===== src/hdl/tgc_pkg.sv =====
// ---------------------------------------------------------------------------
// Touch gesture classifier package
// Shared types, codes and constants for the classifier block.
// ---------------------------------------------------------------------------
package tgc_pkg;

  localparam int unsigned GESTURE_LIMIT_MS_DEF = 2000;
  localparam int unsigned FLING_SPAN_MS_DEF    = 300;
  localparam int unsigned FLING_MAX_DT         = 100;
  localparam int unsigned ADDR_W               = 5;
  localparam int unsigned DIV_W                = 7;

  typedef enum logic [1:0] {
    PH_IDLE     = 2'd0,
    PH_PENDING  = 2'd1,
    PH_DRAG     = 2'd2,
    PH_CONSUMED = 2'd3
  } phase_t;

  typedef enum logic [2:0] {
    ACT_FORWARD     = 3'd0,
    ACT_TAP         = 3'd1,
    ACT_BACK        = 3'd2,
    ACT_SCROLL_SET  = 3'd3,
    ACT_SCROLL_ANIM = 3'd4,
    ACT_LONG        = 3'd5
  } action_t;

  typedef enum logic [1:0] {
    MODE_DOWN = 2'd0,
    MODE_MOVE = 2'd1,
    MODE_UP   = 2'd2,
    MODE_TICK = 2'd3
  } mode_t;

  typedef enum logic [1:0] {
    KIND_DOWN = 2'd0,
    KIND_MOVE = 2'd1,
    KIND_UP   = 2'd2
  } kind_t;

  typedef enum logic [ADDR_W-3:0] {
    REG_FORWARD_MOVES = 3'd0,
    REG_LP_ENABLE     = 3'd1,
    REG_MIN_OFFSET    = 3'd2,
    REG_TAP_SLOP      = 3'd3,
    REG_SWIPE_MIN     = 3'd4,
    REG_DRAG_START    = 3'd5,
    REG_LP_MS         = 3'd6
  } reg_idx_t;

  typedef enum logic [2:0] {
    ST_IDLE,
    ST_EVAL,
    ST_DIV,
    ST_FLING,
    ST_OUT0,
    ST_OUT1
  } state_t;

  // Input item.
  typedef struct packed {
    logic [1:0]         mode;
    logic [9:0]         x_pos;
    logic [9:0]         y_pos;
    logic [31:0]        now_time;
    logic               unarmed_touch;
    logic               menu_on_top;
    logic               scrollable;
    logic signed [15:0] current_offset;
    logic               link_up;
    logic               same_layer;
  } item_in_t;

  // Result item.
  typedef struct packed {
    logic [2:0]         action;
    logic [1:0]         event_kind;
    logic [9:0]         x_out;
    logic [9:0]         y_out;
    logic signed [15:0] offset_out;
    logic               last;
  } item_out_t;

  // Configuration register file.
  typedef struct packed {
    logic               forward_moves;
    logic               long_press_enable;
    logic signed [15:0] min_scroll_offset;
    logic [7:0]         touch_slop;
    logic [9:0]         swipe_travel;
    logic [7:0]         drag_travel;
    logic [15:0]        hold_time;
  } cfg_t;

  // Commands from controller to datapath.
  typedef struct packed {
    logic load;
    logic eval;
    logic div_start;
    logic div_step;
    logic fling;
    logic sel1;
  } cmd_t;

  // Status from datapath to controller.
  typedef struct packed {
    logic need_div;
    logic div_done;
    logic two;
    logic none;
  } stat_t;

endpackage


===== src/hdl/tgc_regs.sv =====
// ---------------------------------------------------------------------------
// Touch gesture classifier register file
// APB-style configuration registers with read back.
// ---------------------------------------------------------------------------
module tgc_regs (
  input  logic                       clk,
  input  logic                       rst,
  input  logic                       psel,
  input  logic                       penable,
  input  logic                       pwrite,
  input  logic [tgc_pkg::ADDR_W-1:0] paddr,
  input  logic [31:0]                pwdata,
  output logic [31:0]                prdata,
  output logic                       pready,
  output tgc_pkg::cfg_t              cfg
);
  import tgc_pkg::*;

  logic     wr;
  reg_idx_t idx;

  assign pready = 1'b1;
  assign wr     = psel && penable && pwrite;
  assign idx    = reg_idx_t'(paddr[ADDR_W-1:2]);

  // Register writes.
  always_ff @(posedge clk) begin
    if (rst) begin
      cfg.forward_moves     <= 1'b0;
      cfg.long_press_enable <= 1'b1;
      cfg.min_scroll_offset <= 16'sd0;
      cfg.touch_slop        <= 8'd10;
      cfg.swipe_travel      <= 10'd30;
      cfg.drag_travel       <= 8'd8;
      cfg.hold_time         <= 16'd500;
    end else if (wr) begin
      case (idx)
        REG_FORWARD_MOVES: cfg.forward_moves     <= pwdata[0];
        REG_LP_ENABLE:     cfg.long_press_enable <= pwdata[0];
        REG_MIN_OFFSET:    cfg.min_scroll_offset <= pwdata[15:0];
        REG_TAP_SLOP:      cfg.touch_slop        <= pwdata[7:0];
        REG_SWIPE_MIN:     cfg.swipe_travel      <= pwdata[9:0];
        REG_DRAG_START:    cfg.drag_travel       <= pwdata[7:0];
        REG_LP_MS:         cfg.hold_time         <= pwdata[15:0];
        default: ;
      endcase
    end
  end

  // Read back.
  always_comb begin
    case (idx)
      REG_FORWARD_MOVES: prdata = {31'd0, cfg.forward_moves};
      REG_LP_ENABLE:     prdata = {31'd0, cfg.long_press_enable};
      REG_MIN_OFFSET:    prdata = {{16{cfg.min_scroll_offset[15]}}, cfg.min_scroll_offset};
      REG_TAP_SLOP:      prdata = {24'd0, cfg.touch_slop};
      REG_SWIPE_MIN:     prdata = {22'd0, cfg.swipe_travel};
      REG_DRAG_START:    prdata = {24'd0, cfg.drag_travel};
      REG_LP_MS:         prdata = {16'd0, cfg.hold_time};
      default:           prdata = 32'd0;
    endcase
  end
endmodule


===== config.mk =====
export PLATFORM = sky130hd
export DESIGN_NAME = tgc_regs
export DESIGN_NICKNAME = d
export VERILOG_FILES = /design/src/hdl/tgc_pkg.sv /design/src/hdl/tgc_regs.sv
export SDC_FILE = /design/constraint.sdc
export NUM_CORES = 1
export LEC_CHECK = 0
export BUFFER_PORTS_ARGS = -buffer_cell sky130_fd_sc_hd__buf_2
export CORE_ASPECT_RATIO = 1.25
export CORE_MARGIN = 5
export CORE_UTILIZATION = 40
export CTS_CLUSTER_DIAMETER = 50
export DETAILED_ROUTE_END_ITERATION = 12
export GPL_ROUTABILITY_DRIVEN = 0
export PLACE_DENSITY_LB_ADDON = 0.08
export SETUP_SLACK_MARGIN = 0.3
export SYNTH_ARGS = -nofsm -noshare
export SYNTH_HDL_FRONTEND = slang
export SYNTH_SLANG_ARGS = --single-unit
export TNS_END_PERCENT = 20

===== constraint.sdc =====
create_clock -name clk -period 2.5 [get_ports clk]
set_clock_uncertainty 0.05 [all_clocks]
set_input_delay 0.375 -clock clk [delete_from_list [all_inputs] [get_ports clk]]
set_output_delay 0.375 -clock clk [all_outputs]
set_load 0.01 [all_outputs]

Word-level counts from Yosys, hierarchy flattened
Cells that the tools add are included.

Word-level logic and storage cells: 24. Input bits: 42. Output and inout bits: 93. Register bits after elaboration: 60.

Reduce and logical (&&, ||, !) cells: 10. Equal/unequal tests: 6. Mux-type cells: 1.

Operator list (count): 32-bit one-hot mux with 7 select lines (1); 2-bit AND reduction (7); 3-bit == test, second input constant (3); 3-bit by 2-bit == test with 1-bit output, second input constant (2); 3-bit by 1-bit == test with 1-bit output, second input constant (1); 3-bit zero test (1); 1-bit logical AND (2).

Logic depth before layout (Yosys ltp)
Gate-level depths: netlist (run 1).

Depth in word-level cells: 3. Mapped depth: 6. Gate-level depth less buffers: 3.

Worst setup path before layout (run 1)
OpenSTA, ideal clock, no wires.

Path kind: input to output. Start: input port paddr[3] (netlist bit). End: output port prdata[17]. Path buffers: 4. Path slack: 0.523 ns. Stages on the path: 6. Arrival: 1.552 ns. Cells stage by stage: buf_6 -> nor2b_1 -> buf_2 -> buf_6 -> and3_1 -> buf_4.

Word-level cells in the longest chain between the ends: 2.

Ends and longest elaborated chain: from (decl) (RTL line tgc_regs.sv:11) `input logic [tgc_pkg::ADDR_W-1:0] paddr,`; 3-bit == test (tied with other cells) (RTL line tgc_regs.sv:52) `case (idx)`; 32-bit one-hot mux with 7 select lines * (RTL line tgc_regs.sv:52); to (decl) (RTL line tgc_regs.sv:13) `output logic [31:0] prdata,`.

Mark *: on every way between the ends. The rest lies on a longest branch, timed or not.

Worst setup path after layout (run 1)
Start: input port paddr[3] (netlist bit). End: output port prdata[1].

The elaborated chain is that of the path after synthesis.

==> results of run 1 <==
per-stage QoR:
step | area, um2 | util [%]
floorplan | 3060 | -
detailed placement | 3560 | 48.1
global route | 3730 | 50.3
CTS | 3720 | 50.3
finish | 3730 | 50.3
global placement | 3560 | 48.1
worst max path at each step:
| stage | start | to | slack, ns | depth (start not counted) |
|---|---|---|---|---|
| after floorplan | paddr[3] | prdata[17] | 0.52 | 6 |
| after global placement | paddr[3] | prdata[1] | 0.32 | 6 |
| after detailed placement | paddr[3] | prdata[1] | 0.33 | 6 |
| after CTS | paddr[3] | prdata[1] | 0.32 | 6 |
| after global routing | paddr[3] | prdata[1] | 0.29 | 6 |
| final | paddr[3] | prdata[1] | 0.40 | 6 |
Yosys cell counts, types with 3 or more instances:
library cell,n
mux2i_1,33
buf_4,20
mux2_2,9
o21ai_0,37
buf_6,7
a221oi_1,14
nand3_1,28
nor2b_1,9
clkbuf_1,16
nand2_1,3
a21oi_1,28
nor2_1,38
nand2b_1,21
buf_2,5
o21ai_1,3
dfxtp_1,60
cell families after synthesis:
kind of cell | Yosys count
other | 1
buffers and inverters | 50
AND/OR/NAND/NOR | 109
AO/OA/AOI/OAI | 88
multiplexers | 43
flip-flops | 60
power by group through the flow:
| stage | registers [W] | logic [W] | clock network (W) |
|---|---|---|---|
| 3_5_place_dp | 0.000990 | 0.000212 | 0 |
| 4_1_cts | 0.000968 | 0.000213 | 0.000772 |
| 3_3_place_gp | 0.000990 | 0.000211 | 0 |
| 2_1_floorplan | 0.000992 | 0.000129 | 0 |
| 6_report | 0.000968 | 0.000213 | 0.000753 |
| 5_1_grt | 0.000969 | 0.000233 | 0.000813 |
worst reg2reg max path, delay by kind of cell, from the launching register on:
family	cells	cell delay, ns
compound gates	2	0.27
flops	1	0.44
final cells by class:
| cell class | instances | area, um2 | area share [%] |
|---|---|---|---|
| Sequential cell | 60 | 1200 | 32.2 |
| Clock buffer | 14 | 153 | 4.10 |
| Clock inverter | 2 | 10.0 | 0.269 |
| Multi-Input combinational cell | 241 | 1540 | 41.3 |
| Inverter | 1 | 3.75 | 0.101 |
| Timing Repair Buffer | 132 | 706 | 18.9 |
| Tap cell | 92 | 115 | 3.09 |
metal layers:
layer  GRT usage (%)  share of wire, %  vias up
li1                -                 -     1418
met1            26.8                43     1360
met2            31.9                48      116
met3            5.51               8.7        9
met4            7.13               1.0        0
met5               0                 0        -
==> metrics.txt, run 1 <==
cells after synthesis 351; clock sink count 60; RSZ-0062 raised after global routing true; gr ovfl total 0; Max-cap violations 0; IO Port Bufs 115; # rows 35; static leakage 1.65 nW; crit-path cells clkbuf_4 > buf_4 > mux2_1 > a221oi_1 > nor2_1 > buf_2; Worst EP arrival 1.67 ns; Slew @ Worst Pin 0.930 ns; diode count 0; Netlist Area Pre-Place 3060 um2; Placed Cells 526; Post-synth EDFFs 0; post-DR wirelength/cell 17.6 um; fin crit share 83.8%; Post-Synth Adder-Cell Area 0%; CP max stage delay 0.32 ns; Hold WC Path Type primary input to register; main area contributors after synthesis dfxtp_1 39%, mux2i_1 11%, o21ai_0 6.1%; crit path kind primary input to output port; core region area 7400 um2; r2r startpoint cfg[57]$_SDFFE_PP0P_; Worst Slack Setup Final 0.404 ns; sequential fraction of the synthesis area 39.3%; post_cts resized 0; pin count of the biggest net entering global routing 57; main combinational cell family by area after synthesis simple AND/OR/NAND/NOR gates; Root Buffer clkbuf_8; setup TNS 0 ns; die area 9500 um2; Distinct cells, synth 34; setup bufs post-CTS 0; Max Transition Viols Final 0; hold path cells 3; crit path launch type primary input; area added between synthesis and finish 21.9%; number of global-route vias before repair 2,726; compound-gate portion of the synthesized area 16.9%; Post-DP HPWL 6750 um; total internal power 0.00143 W; Largest regs cfg: 60 flops; pre-CTS setup slack 0.327 ns; GRT Overall Usage 20.4%; Critical R2R Capture cfg[57]$_SDFFE_PP0P_; CTS tree yes; Clock Tree Buf Depth 2; Non-Filler Instances 542; number of vias per cell 5.36; simple-gate area share of the yosys netlist 18.7%; Worst Path Buf+Inv 3; max reg flops 60; most frequent cells in the layout 114 x buf_2, 60 x dfxtp_1, 38 x nor2_1; First DRT Iteration DRCs 157; Hold Fails Final Rpt 0; Total Power 0.00194 W; worst hold start pwdata[15]; share of layout cells above drive strength 1 35.1%; DRC 0; Reg power frac 50.0%; cell family with most CP delay buffers and inverters; leading cell type in the layout, fill and taps excluded buf_2; final setup fails 0; Final min period 2.10 ns; R2R depth 2; Starting Density 41.3%; PwrDens 519 nW/um2; #FFs+latches synth 60; Num CTS Buffers 9; top_reg_cell synth dfxtp_1; slew margin rel. 38.0%; synth warn 0; combinational power share 11.0%; net load switching power 0.000509 W; status finished clean; post-synth top area cell dfxtp_1; flop2flop setup slack 1.66 ns; Hold Path End cfg[15]$_SDFFE_PP0P_; Max H-tree Level 3; switch share 26.3%; fillcell total 746; Total Wirelength 9520 um; Clock Latency Late Sink 0.33 ns; Syn Area/Cell 8.71 um2; Crit path required time 2.08 ns; crit-path max FO 15; Layout Nets 487; first-pass GRT wire length 14,900 um; Die Span Y 108 um; Clock Power Share 38.9%; CP Capture Type output port; drt first pass iters 4; top-area cell type share of the netlist area 39.3%; Post-CTS Hold Fix Bufs 0; clock-pin slew on the worst setup and hold paths 0.07 ns; Reg with most FFs cfg; maximum vdd ir drop 299 uV; die width 88.2 um; XOR/XNOR share of the synthesized area 0%; vias 2,903; post-synthesis mux area share 14.5%; initial antenna violation count 0; Hold WS 0.253 ns; # IOs 135; post-route ant nets 0; FFs w/ async S/R, synth 0%; CP max-delay cell mux2_1; fmax 0.477 GHz; Net Count, Synth 393
Note: power is estimated with default switching activity, not from simulation.
==> run 2: changes to the inputs <==
--- a/config.mk
+++ b/config.mk
@@ -5,6 +5,7 @@
 export SDC_FILE = /design/constraint.sdc
 export NUM_CORES = 1
 export LEC_CHECK = 0
+export ABC_AREA = 1
 export BUFFER_PORTS_ARGS = -buffer_cell sky130_fd_sc_hd__buf_2
 export CORE_ASPECT_RATIO = 1.25
 export CORE_MARGIN = 5
==> constraint.sdc (replaced) <==
create_clock -name clk -period 2.05 [get_ports clk]
set_clock_uncertainty 0.05 [all_clocks]
set_input_delay 0.3075 -clock clk [delete_from_list [all_inputs] [get_ports clk]]
set_output_delay 0.3075 -clock clk [all_outputs]
set_load 0.01 [all_outputs]
==> metrics.txt, run 2 <==
Net Count, Synth 519; diode count 0; fmax 0.577 GHz; met2 Track Usage GR 33.7%; post-route ant nets 0; # IOs 135; clock sink count 60; post-synth top area cell dfxtp_1; met1 usage 25.9%; drt first pass iters 4; Reg with most FFs cfg; Starting Density 40.3%; slew margin rel. 64.1%; sequential fraction of the synthesis area 38.7%; Worst Path Buf+Inv 4; top_reg_cell synth dfxtp_1; Largest regs cfg: 60 flops; Die Span Y 109 um; die area 9640 um2; clock-pin slew on the worst setup and hold paths 0.07 ns; CP max-delay cell buf_4; crit path kind primary input to output port; die width 88.8 um; R2R depth 2; crit-path cells buf_2 > buf_4 > buf_4 > nand3_1 > nand2_1 > nor2_1 > nand2_1 > buf_2; Layout Nets 615; Netlist Area Pre-Place 3110 um2; cells after synthesis 477; initial antenna violation count 0; core region area 7700 um2; leading cell type in the layout, fill and taps excluded nand2_1; IO Port Bufs 115; RSZ-0062 raised after global routing true; Worst Slack Setup Final 0.317 ns; Num CTS Buffers 9; DRC 0; #FFs+latches synth 60; Final min period 1.73 ns; Max-cap violations 0; pin count of the biggest net entering global routing 51; Distinct cells, synth 20; top-area cell type share of the netlist area 38.7%; synth warn 0; first-pass GRT wire length 15,100 um; fin util 49.9%; gr ovfl total 0; area added between synthesis and finish 23.8%; Max Transition Viols Final 0; r2r startpoint cfg[19]$_SDFFE_PP1P_; number of global-route vias before repair 3,049; met3 usage 3.96%; CP Capture Type output port; static leakage 1.99 nW; FFs w/ async S/R, synth 0%; First DRT Iteration DRCs 242; Clock Latency Late Sink 0.34 ns; Post-CTS Hold Fix Bufs 0; count leader, synth nand2_1; share of layout cells above drive strength 1 27.7%; final setup fails 0; # rows 36; post-DR wirelength/cell 14.2 um; Clock Tree Buf Depth 2; number of vias per cell 4.80; setup bufs post-CTS 0; worst hold start pwdata[7]; status finished clean; Post-synth EDFFs 0; main area contributors after synthesis dfxtp_1 39%, nand2_1 19%, nor2_1 13%; pre-CTS setup slack 0.214 ns; CTS tree yes; setup TNS 0 ns; Critical R2R Capture cfg[19]$_SDFFE_PP1P_; vias 3,227; Max H-tree Level 3; Crit path required time 1.69 ns; Syn Area/Cell 6.51 um2; Slew @ Worst Pin 0.539 ns; Post-synth top cells 155 x nand2_1, 105 x nor2_1, 60 x dfxtp_1; crit path launch type primary input; GRT Overall Usage 20.4%; PwrDens 663 nW/um2; crit-path max FO 17; Post-DP HPWL 6900 um; Total Power 0.00255 W; fin crit share 84.5%; Hold WC Path Type primary input to register; Root Buffer clkbuf_8; Hold Fails Final Rpt 0; most frequent cells in the layout 155 x nand2_1, 114 x buf_2, 103 x nor2_1; cell family with most CP delay buffers and inverters; max reg flops 60; CP max stage delay 0.26 ns; hold path cells 3; busiest grt layer met2; Total Wirelength 9510 um; flop2flop setup slack 1.37 ns; maximum vdd ir drop 381 uV; Worst EP arrival 1.38 ns; Hold Path End cfg[7]$_SDFFE_PP1P_
## run 2: timing repair
| item | 4_1_cts | 5_1_grt |
|---|---|---|
| gates cloned | 1 | 0 |
| endpoints found under the setup margin | 27 | 26 |
| resized for setup | 3 | 1 |
| hold endpoints to repair | 0 | 0 |
## run 2: worst reg2reg max path, cell delays in order (launching register included)
cell     delay, ns
dfxtp_1       0.33
o21ai_0       0.08
nand3_1       0.09
## run 2: metrics by stage
stage          hold slack, ns  area (um2)  cells
2_1_floorplan           0.384        3110    477
3_3_place_gp            0.421        3620    656
3_5_place_dp            0.422        3620    656
4_1_cts                 0.134        3840    672
5_1_grt                 0.161        3840    672
6_report                0.149        3840    672
## run 2: report_power, final
| part | switching (W) | internal, W | leakage, nW |
|---|---|---|---|
| Combinational | 0.000184 | 0.0000895 | 1.40 |
| Sequential | 0.0000121 | 0.00118 | 0.485 |
| Clock | 0.000465 | 0.000619 | 0.105 |
## run 2: logic make-up (layout without fill, tap and decap cells)
kind of cell,after synthesis,count (layout),synth area share (%)
flip-flops,60,60,38.7
AO/OA/AOI/OAI,10,10,1.61
other,1,1,0.121
AND/OR/NAND/NOR,341,341,47.7
buffers and inverters,65,165,11.9
## run 2: layer usage
metal | part of all wire, % | routed length [um] | vias up
met5 | 0 | 0 | -
met4 | 2.0 | 186 | 0
met3 | 7.2 | 683 | 14
li1 | - | - | 1671
met2 | 49 | 4680 | 111
met1 | 42 | 3970 | 1431
## run 2: area by class of cell
class / instances / area, um2
timing repair buffer: 125 / 678
tap: 95 / 119
inverter: 24 / 93.8
fill: 830 / 3860
clock buffer: 11 / 151
multi-input combinational: 352 / 1540
timing repair inverter: 1 / 7.51
sequential: 60 / 1200
clock inverter: 4 / 48.8
## run 2: worst max-delay path by stage
stage	startpoint	end	cells after the start
floorplan	paddr[3]	prdata[17]	4
global placement	paddr[3]	prdata[5]	7
detailed placement	paddr[3]	prdata[5]	7
CTS	paddr[4]	prdata[16]	5
global route	paddr[4]	prdata[2]	8
finish	paddr[4]	prdata[1]	8
==> run 3: changes to the inputs <==
==> constraint.sdc (replaced) <==
create_clock -name clk -period 1.8 [get_ports clk]
set_clock_uncertainty 0.05 [all_clocks]
set_input_delay 0.27 -clock clk [delete_from_list [all_inputs] [get_ports clk]]
set_output_delay 0.27 -clock clk [all_outputs]
set_load 0.01 [all_outputs]
==> metrics.txt, run 3 (synthesis gave the netlist of run 2 again) <==
Crit path required time 1.48 ns; crit-path max FO 3; # rows 36; clock sink count 60; first-pass GRT wire length 16,000 um; CP most frequent cell nand2_1; CP max stage delay 0.33 ns; pre-CTS setup slack 0.111 ns; Clock Tree Buf Depth 2; Hold Fails Final Rpt 0; Layout Nets 643; drt first pass iters 4; clock-pin slew on the worst setup and hold paths 0.07 ns; Max Transition Viols Final 0; Worst Slack Setup Final 0.293 ns; leading cell type in the layout, fill and taps excluded nand2_1; number of vias per cell 4.88; PwrDens 667 nW/um2; Starting Density 40.3%; DRC 0; die width 88.8 um; pin count of the biggest net entering global routing 34; initial antenna violation count 0; Final min period 1.51 ns; number of global-route vias before repair 3,059; post-DR wirelength/cell 15.3 um; status finished clean; Hold WC Path Type primary input to register; RSZ-0062 raised after global routing true; Total Power 0.00285 W; Post-CTS Hold Fix Bufs 0; maximum vdd ir drop 324 uV; core region area 7700 um2; crit-path cells nand4_1 > nand2_1 > nor2_2 > nand2_1 > buf_2; Max-cap violations 0; setup TNS 0 ns; share of layout cells above drive strength 1 36.0%; GRT Overall Usage 22.0%; vias 3,416; IO Port Bufs 115; CP max-delay cell dfxtp_1; Worst EP arrival 1.19 ns; gr ovfl total 0; most frequent cells in the layout 148 x nand2_1, 111 x buf_2, 98 x nor2_1; static leakage 2.16 nW; post-route ant nets 0; diode count 0; Root Buffer clkbuf_8; Post-DP HPWL 7020 um; Reg with most FFs cfg; CP Capture Type output port; Clock Latency Late Sink 0.35 ns; Max H-tree Level 3; fmax 0.664 GHz; area added between synthesis and finish 37.4%; Largest regs cfg: 60 flops; final setup fails 0; fin crit share 83.7%; max reg flops 60; crit path launch type register; # IOs 135; First DRT Iteration DRCs 183; fillcell total 788; crit path kind register to output port; Num CTS Buffers 9; Total Wirelength 10,700 um; die area 9640 um2; CTS tree yes; Die Span Y 109 um
run 3: worst paths after layout:
kind                        startpoint              endpoint  slack, ns  cells past startpoint
setup / recovery  cfg[21]$_SDFFE_PP0P_             prdata[5]       0.29                      5
hold / removal               pwdata[6]   cfg[6]$_SDFFE_PP1P_        0.1                      3
hold reg to reg   cfg[37]$_SDFFE_PP1P_  cfg[37]$_SDFFE_PP1P_       0.44                      2
setup reg to reg   cfg[3]$_SDFFE_PP0P_   cfg[3]$_SDFFE_PP0P_       1.04                      3
run 3: what timing repair did:
item / 4_1_cts / 5_1_grt
setup endpoints to repair: 32 / 32
gates cloned: 3 / 4
pin swaps: 4 / 23
resized for setup: 14 / 44
setup buffers: 1 / 10
run 3: metrics by stage:
step | instance area, um2 | instances | hold WS, ns | util [%]
floorplan | 3110 | 477 | 0.346 | -
global placement | 3720 | 667 | 0.417 | 48.3
detailed placement | 3720 | 667 | 0.426 | 48.3
CTS | 3990 | 686 | 0.0844 | 51.8
global route | 4270 | 700 | 0.101 | 55.4
finish | 4270 | 700 | 0.0957 | 55.4
run 3: where the power goes:
group	internal, W	total, W	leakage (nW)	switching, W
clock	0.000527	0.00109	0.0852	0.000563
combinational	0.000162	0.000397	1.59	0.000235
sequential	0.00135	0.00136	0.485	0.0000140
run 3: routing by layer:
layer / routed length [um] / part of all wire [%] / vias up / global-route usage (%)
met2: 5320 / 50 / 107 / 36.1
met1: 4400 / 41 / 1564 / 27.0
met3: 732 / 6.8 / 19 / 4.57
met5: 0 / 0 / - / 0
li1: - / - / 1726 / -
met4: 269 / 2.5 / 0 / 10.5
run 3: layout make-up:
class | count | area, um2 | area share (%)
timing repair buffer | 151 | 1020 | 24.0
inverter | 24 | 106 | 2.49
tap | 95 | 119 | 2.79
sequential | 60 | 1220 | 28.6
timing repair inverter | 1 | 7.51 | 0.176
multi-input combinational | 354 | 1630 | 38.1
clock inverter | 4 | 26.3 | 0.616
clock buffer | 11 | 141 | 3.31
run 3: critical path: cells and delay by family, from the launching register on:
kind / cells / cell delay, ns
buffers and inverters: 1 / 0.13
AND/OR/NAND/NOR: 4 / 0.38
flip-flops: 1 / 0.33
